$ cat src/rtl/ppm_pkg.sv
// Shared types and constants for the plain-text colour image token parser.
// No dependencies; imported by ppm_step and ascii_ppm_token_parser.
package ppm_pkg;

    // widest header number that is still in range
    localparam int HEADER_VALUE_BITS = 16;

    localparam logic [63:0] HDR_LIMIT_RAW = (64'd1 << HEADER_VALUE_BITS) - 64'd1;
    localparam logic [16:0] HDR_LIMIT = (HEADER_VALUE_BITS >= 16) ? 17'd65535
                                                                  : HDR_LIMIT_RAW[16:0];

    // accumulator saturation point and sample range
    localparam logic [16:0] ACC_SAT    = 17'd65536;
    localparam logic [16:0] VALUE_MAX  = 17'd65535;
    localparam logic [16:0] SAMPLE_MAX = 17'd255;

    // characters of interest
    localparam logic [7:0] CH_ZERO = 8'd48;
    localparam logic [7:0] CH_NINE = 8'd57;
    localparam logic [7:0] CH_P    = 8'h50;
    localparam logic [7:0] CH_3    = 8'h33;
    localparam logic [7:0] CH_HASH = 8'h23;
    localparam logic [7:0] CH_LF   = 8'h0A;

    // result kinds
    localparam logic [1:0] KIND_WIDTH  = 2'd0;
    localparam logic [1:0] KIND_SAMPLE = 2'd3;

    // result error codes
    localparam logic [1:0] ERR_NONE   = 2'd0;
    localparam logic [1:0] ERR_SAMPLE = 2'd1;
    localparam logic [1:0] ERR_HEADER = 2'd2;
    localparam logic [1:0] ERR_MAGIC  = 2'd3;

    // channel codes
    localparam logic [1:0] CHAN_RED  = 2'd0;
    localparam logic [1:0] CHAN_BLUE = 2'd2;

    // last header slot
    localparam logic [1:0] HDR_LAST = 2'd2;

    typedef enum logic [1:0] {
        PH_MAGIC  = 2'd0,
        PH_FORMAT = 2'd1,
        PH_HEADER = 2'd2,
        PH_BODY   = 2'd3
    } t_phase;

    typedef enum logic [1:0] {
        LX_SPACE   = 2'd0,
        LX_NUMBER  = 2'd1,
        LX_COMMENT = 2'd2
    } t_lex;

    typedef struct packed {
        t_phase      phase;
        t_lex        lex;
        logic [16:0] acc;
        logic [1:0]  hdr_idx;
        logic [1:0]  chan;
    } t_state;

    localparam t_state STATE_RESET = '{
        phase:   PH_MAGIC,
        lex:     LX_SPACE,
        acc:     17'd0,
        hdr_idx: 2'd0,
        chan:    CHAN_RED
    };

    typedef struct packed {
        logic        valid;
        logic [15:0] value;
        logic [1:0]  kind;
        logic [1:0]  channel;
        logic [1:0]  error;
    } t_result;

endpackage

$ cat src/rtl/ppm_step.sv
// Per-character parser step: next state and optional result from one item.
// Depends on ppm_pkg.
module ppm_step (
    input  logic [7:0]      i_char,
    input  logic            i_eod,
    input  ppm_pkg::t_state i_state,
    output ppm_pkg::t_state o_state,
    output ppm_pkg::t_result o_result
);
    import ppm_pkg::*;

    logic        digit;
    logic [3:0]  digit_val;
    logic [19:0] acc_x10;
    logic        end_token;
    logic        do_finish;
    t_state      nx;
    t_result     res;

    assign digit     = (i_char >= CH_ZERO) && (i_char <= CH_NINE);
    assign digit_val = 4'(i_char - CH_ZERO);
    // acc * 10 + digit as shift-add
    assign acc_x10   = {i_state.acc, 3'b000} + {2'b00, i_state.acc, 1'b0}
                     + {16'd0, digit_val};

    always_comb begin
        nx        = i_state;
        res       = '0;
        end_token = 1'b0;
        do_finish = 1'b0;

        // magic check and lexer
        unique case (i_state.phase)
            PH_MAGIC: begin
                if (i_char == CH_P) begin
                    nx.phase = PH_FORMAT;
                end else begin
                    res.valid = 1'b1;
                    res.error = ERR_MAGIC;
                end
            end
            PH_FORMAT: begin
                if (i_char == CH_3) begin
                    nx.phase = PH_HEADER;
                    nx.lex   = LX_SPACE;
                    nx.acc   = '0;
                end else begin
                    nx.phase  = PH_MAGIC;
                    res.valid = 1'b1;
                    res.error = ERR_MAGIC;
                end
            end
            default: begin
                unique case (i_state.lex)
                    LX_COMMENT: begin
                        if (i_char == CH_LF) begin
                            nx.lex = LX_SPACE;
                        end
                    end
                    LX_NUMBER: begin
                        if (digit) begin
                            nx.acc = (acc_x10 > {3'b000, ACC_SAT}) ? ACC_SAT
                                                                   : acc_x10[16:0];
                        end else begin
                            end_token = 1'b1;
                            nx.lex    = (i_char == CH_HASH) ? LX_COMMENT : LX_SPACE;
                        end
                    end
                    default: begin
                        if (digit) begin
                            nx.acc = {13'd0, digit_val};
                            nx.lex = LX_NUMBER;
                        end else if (i_char == CH_HASH) begin
                            nx.lex = LX_COMMENT;
                        end
                    end
                endcase
            end
        endcase

        // a token ends on a separator, or is flushed at end of data
        do_finish = end_token
                  || (i_eod && !res.valid && (nx.lex == LX_NUMBER)
                      && ((nx.phase == PH_HEADER) || (nx.phase == PH_BODY)));

        if (do_finish) begin
            res.valid = 1'b1;
            res.value = (nx.acc > VALUE_MAX) ? VALUE_MAX[15:0] : nx.acc[15:0];
            if (nx.phase == PH_HEADER) begin
                res.kind    = nx.hdr_idx;
                res.channel = CHAN_RED;
                res.error   = (nx.acc > HDR_LIMIT) ? ERR_HEADER : ERR_NONE;
                if (nx.hdr_idx >= HDR_LAST) begin
                    nx.hdr_idx = '0;
                    nx.phase   = PH_BODY;
                end else begin
                    nx.hdr_idx = nx.hdr_idx + 2'd1;
                end
            end else begin
                res.kind    = KIND_SAMPLE;
                res.channel = nx.chan;
                if (nx.acc > SAMPLE_MAX) begin
                    // over-range sample is dropped, channel holds
                    res.error = ERR_SAMPLE;
                end else begin
                    res.error = ERR_NONE;
                    nx.chan   = (nx.chan >= CHAN_BLUE) ? CHAN_RED : nx.chan + 2'd1;
                end
            end
            nx.acc = '0;
        end

        // end of data returns to the start of an image
        if (i_eod) begin
            nx = STATE_RESET;
        end

        o_state  = nx;
        o_result = res;
    end

endmodule

$ cat src/rtl/ascii_ppm_token_parser.sv
// Top level of the plain-text colour image token parser: input register,
// parser state, result register. Depends on ppm_pkg and ppm_step.
//
//  channel | direction | handshake          | payload
//  --------+-----------+--------------------+--------------------------------------
//  input   | in        | i_valid / o_stall  | i_char_in, i_end_of_data
//  result  | out       | o_valid / i_stall  | o_value, o_kind, o_channel, o_error
//
// One character per cycle sustained while the receiver does not stall; each item passes
// the input register, then the parser step into the result register. The parser state
// loops back through the combinational step, which sets the one-item-per-cycle rate.
// Synchronous active-low reset clears the valid flags and the parser state.
// A stalled result holds; the input stalls only while the input register holds an
// item and the result register holds a stalled result.
module ascii_ppm_token_parser (
    input  logic        i_clk,
    input  logic        i_rst_n,
    input  logic        i_valid,
    output logic        o_stall,
    input  logic [7:0]  i_char_in,
    input  logic        i_end_of_data,
    output logic        o_valid,
    input  logic        i_stall,
    output logic [15:0] o_value,
    output logic [1:0]  o_kind,
    output logic [1:0]  o_channel,
    output logic [1:0]  o_error
);
    import ppm_pkg::*;

    logic        r_in_valid, n_in_valid;
    logic [7:0]  r_char;
    logic        r_eod;
    t_state      r_state, n_state;
    logic        r_out_valid, n_out_valid;
    logic [15:0] r_value;
    logic [1:0]  r_kind;
    logic [1:0]  r_channel;
    logic [1:0]  r_error;

    logic        in_take;
    logic        fire;
    t_state      step_state;
    t_result     step_res;

    // handshake control
    assign fire    = r_in_valid && !(r_out_valid && i_stall);
    assign o_stall = r_in_valid && !fire;
    assign in_take = i_valid && !o_stall;

    assign n_in_valid  = in_take ? 1'b1 : (fire ? 1'b0 : r_in_valid);
    assign n_out_valid = fire ? step_res.valid : (r_out_valid && i_stall);
    assign n_state     = fire ? step_state : r_state;

    ppm_step u_step (
        .i_char   (r_char),
        .i_eod    (r_eod),
        .i_state  (r_state),
        .o_state  (step_state),
        .o_result (step_res)
    );

    // control registers
    always_ff @(posedge i_clk) begin
        if (!i_rst_n) begin
            r_in_valid  <= 1'b0;
            r_out_valid <= 1'b0;
            r_state     <= STATE_RESET;
        end else begin
            r_in_valid  <= n_in_valid;
            r_out_valid <= n_out_valid;
            r_state     <= n_state;
        end
    end

    // input item register
    always_ff @(posedge i_clk) begin
        if (in_take) begin
            r_char <= i_char_in;
            r_eod  <= i_end_of_data;
        end
    end

    // result register
    always_ff @(posedge i_clk) begin
        if (fire && step_res.valid) begin
            r_value   <= step_res.value;
            r_kind    <= step_res.kind;
            r_channel <= step_res.channel;
            r_error   <= step_res.error;
        end
    end

    assign o_valid   = r_out_valid;
    assign o_value   = r_value;
    assign o_kind    = r_kind;
    assign o_channel = r_channel;
    assign o_error   = r_error;

endmodule

$ cat config.mk
export PLATFORM = sky130hd
export DESIGN_NAME = ascii_ppm_token_parser
export DESIGN_NICKNAME = d
export VERILOG_FILES = /design/src/rtl/ppm_pkg.sv /design/src/rtl/ppm_step.sv /design/src/rtl/ascii_ppm_token_parser.sv
export SDC_FILE = /design/constraint.sdc
export NUM_CORES = 1
export LEC_CHECK = 0
export ABC_AREA = 1
export BUFFER_PORTS_ARGS = -buffer_cell sky130_fd_sc_hd__buf_2
export CAP_MARGIN = 20
export CELL_PAD_IN_SITES_DETAIL_PLACEMENT = 1
export CELL_PAD_IN_SITES_GLOBAL_PLACEMENT = 1
export CORE_ASPECT_RATIO = 1.4
export CORE_MARGIN = 1.5
export CORE_UTILIZATION = 40
export CTS_CLUSTER_DIAMETER = 30
export DETAILED_ROUTE_END_ITERATION = 8
export PLACE_DENSITY_LB_ADDON = 0.1
export SETUP_SLACK_MARGIN = 0.15
export SLEW_MARGIN = 20
export SYNTH_ARGS = -nofsm -noshare
export SYNTH_HDL_FRONTEND = slang
export SYNTH_SLANG_ARGS = --single-unit
$ cat constraint.sdc
create_clock -name i_clk -period 3.4 [get_ports i_clk]
set_input_delay 0.68 -clock i_clk [delete_from_list [all_inputs] [get_ports i_clk]]
set_output_delay 0.68 -clock i_clk [all_outputs]
set_load 0.01 [all_outputs]
==> flow_summary.toml <==
[cells_and_area]
syn_to_final_growth_pct = 28.9
diodes = 0
drive_gt1_frac = 0.270
fin_util = 0.528
nNetsFinal = 872

[synth]
synth.top_cell.area_share = 0.192
syn_nets = 784
synth-edff-count = 31
ys.flop_type = "edfxtp_1"
yosys.area.top_type = "edfxtp_1"
ys_seq_elements = 58
ys_seq_area_frac = 0.304
synthCells = 734
ys_types = 42
synth.avg_cell_area_um2 = 6.59
ys_top_cells_by_area = "edfxtp_1, nand2_1, dfxtp_1"
synth.cell_area_um2 = 4840
synthArstFlopShare = 0
yosysWarnings = 0

[detailed_routing]
wl_um = 17300
drt_iter0_drc = 237
via_per_inst = 5.45
drt-wirelength-per-cell_um = 17.8
postRouteAntennaNets = 0
drc = 0
vias = 5305
firstDrtPassIters = 4

[worst_setup_path]
crit_family = "simple AND/OR/NAND/NOR gates"
cp-end-kind = "flop"
cpMostUsedCell = "nand2_2"
crit_path_max_incr_delay_ns = 0.54
critPathMaxFanout = 4
worstPathArrival_ns = 3.73
critPathRequiredTime_ns = 3.66
cp-start-kind = "flop"
crit_type = "reg -> reg"
critPathBufInv = 2
crit_slowest_cell = "fa_1"

[grt]
grt_pass1_wl_um = 27600
antenna_found_initial = 0
grt_usage = 0.280
grt_max_degree = 25
grt.overflow.total = 0
grt_pass1_vias = 5670

[sta]
setup_violations = 5
clock.fmax_mhz = 288
clock-skew-final_ns = 0.00556
timing.final.crit_share = 1.02
rsz0062_at_grt = "true"
final_hold_viol_count = 0
worstMarginPinSlew_ns = 1.07
max-slew-margin-rel = 0.284
period_minus_slack_ns = 3.47
layout_setup_ws_ns = -0.0682
fin_tns_setup_ns = -0.193
drv_slew = 0

[job]
maxCapViolations = 0

[clocking]
cts_root_buf = "clkbuf_16"
cts_tree = "built"
ctsHoldBuffers = 0
htree_levels = 3
path_clk_slew_ns = 0.05
cts_inserted_buffers = 9
clockBufferDepth = 2
insertion_delay_ns = 0.33
clock-sinks = 58

[die]
die_area_um2 = 12800
start_util = 0.409
ioPinCount = 37
die_h_um = 133
fp.coreArea_um2 = 11800
rows = 47
die_w_um = 96.0

[run_status]
status = "finished with violations"
violations = "negative setup slack"

[pwr]
power_leakage_nw = 2.98
sw_frac_of_total = 0.232
intPower_w = 0.00136
irDropWorstVdd_mv = 0.341
p_switching_w = 0.000411
p_per_area_nw_per_um2 = 284
seqPwrFrac = 0.435
pwr-share-clk = 0.505
power_frac_comb = 0.060
power_w = 0.00177

[placed_design]
port_buffers = 36
place_congestion = 0.907
dp.final_hpwl_um = 12800

[worst_hold_path]
holdCritPathClass = "reg -> reg"
-- power by group through the flow --
stage / logic (W) / registers, W / clock network [W]
2_1_floorplan: 0.0000445 / 0.000791 / 0
3_3_place_gp: 0.0000961 / 0.000784 / 0
3_5_place_dp: 0.0000986 / 0.000785 / 0
4_1_cts: 0.000102 / 0.000771 / 0.000903
5_1_grt: 0.000115 / 0.000773 / 0.000927
6_report: 0.000105 / 0.000772 / 0.000895
-- sequential cells by signal (all words and copies together) (netlist names) --
register    count
o_valid         1
o_error         2
r_state        25
o_kind          2
r_char          8
r_in_valid      1
o_channel       2
o_value        16
r_eod           1
-- cells in the mapped netlist (all sizes together) (2+ instances only) --
cell type,count
o21ai,50
edfxtp,31
nand3b,4
o211ai,2
or2,2
clkbuf,15
nand3,46
nand2,229
buf,7
a21oi,76
a211oi,2
o22ai,3
nand4,11
a31oi,3
inv,116
nor2,58
nor3,10
fa,2
ha,35
dfxtp,27
-- worst reg2reg max path, stage by stage, from the launching register on --
cell and delay (ns):
edfxtp_1 0.41, fa_1 0.54, inv_2 0.05, fa_2 0.37
inv_2 0.07, nand3_2 0.07, nand2_2 0.10, nand2_2 0.07
nand2_2 0.08, nand3_2 0.09, nand2_2 0.08, nand2_1 0.05
nand2_1 0.07, nand3_2 0.08, nor2_4 0.16, nand2_2 0.07
nand2_2 0.06, nand3_2 0.07, nand2_2 0.10, o21ai_4 0.08
nor2_1 0.11, nand2_1 0.10, nor2_4 0.13, nand4_4 0.12
nand3_2 0.09, nand2_1 0.07, nor2_1 0.10
-- cells by family after synthesis --
logic type               after synthesis  synth area share
adder cells (fa/ha/maj)               37            0.0988
AND/OR/NAND/NOR                      360             0.327
XOR/XNOR                               1           0.00181
AO/OA/AOI/OAI                        140             0.157
buffers and inverters                138             0.111
flip-flops                            58             0.304
-- worst paths after layout --
| path | from | endpoint | slack, ns | cells after the start |
|---|---|---|---|---|
| setup reg to reg | r_char[3]$_DFFE_PP_ | r_state[0]$_SDFFE_PN0P_ | -0.07 | 26 |
| hold / removal | r_state[3]$_SDFFE_PN0P_ | r_state[3]$_SDFFE_PN0P_ | 0.52 | 2 |
| hold reg to reg | r_state[3]$_SDFFE_PN0P_ | r_state[3]$_SDFFE_PN0P_ | 0.52 | 2 |
| setup / recovery | r_char[3]$_DFFE_PP_ | r_state[0]$_SDFFE_PN0P_ | -0.07 | 26 |
-- metrics by stage --
step           worst slack, ns  std cells  instance area, µm²  hold WS [ns]
3_3_place_gp          0.000723        943                5480         0.503
3_5_place_dp            -0.201        943                5480         0.512
2_1_floorplan            0.158        734                4840         0.479
5_1_grt                 -0.295        974                6240         0.514
6_report               -0.0682        974                6240         0.523
4_1_cts                 -0.103        964                5950         0.516
-- metal layers --
metal | track usage | part of all wire | up-vias
met4 | 0.105 | 0.024 | 0
met2 | 0.508 | 0.54 | 122
met5 | 0 | 0 | -
met3 | 0.0434 | 0.042 | 26
li1 | - | - | 2570
met1 | 0.319 | 0.39 | 2587
-- cell type report --
type	instances	area [µm²]
Clock inverter	5	55.1
Multi-Input combinational cell	538	3150
Sequential cell	58	1480
Timing Repair Buffer	99	704
Clock buffer	11	233
Tap cell	147	184
Fill cell	1571	5580
Inverter	116	438
-- placed cells by master, fill, tap and decap left out, types with 2 or more instances in the layout --
master,n
nand2_1,204
buf_4,55
nor3_2,3
edfxtp_1,31
buf_12,2
dfxtp_1,22
nand3_2,17
nor2_2,6
nand2_4,4
nand3b_1,4
inv_2,8
clkinvlp_4,2
o21ai_0,20
nand3_1,29
ha_4,4
o22ai_1,3
inv_1,107
ha_1,30
o211ai_1,2
nand2_2,21
a21oi_2,17
dfxtp_2,5
clkinv_2,2
nor3_1,7
buf_2,36
a21oi_1,58
clkbuf_16,9
o21ai_2,10
nor2_4,4
buf_6,5
o21ai_1,19
nand4_1,9
clkbuf_1,2
nor2_1,47
a31oi_1,3
-- repair_timing --
action,CTS,global route
pin swaps,14,23
gates cloned,0,1
endpoints found under the setup margin,33,39
resized for setup,56,66
setup buffers,5,9
Power figures use the tool's default switching activity.
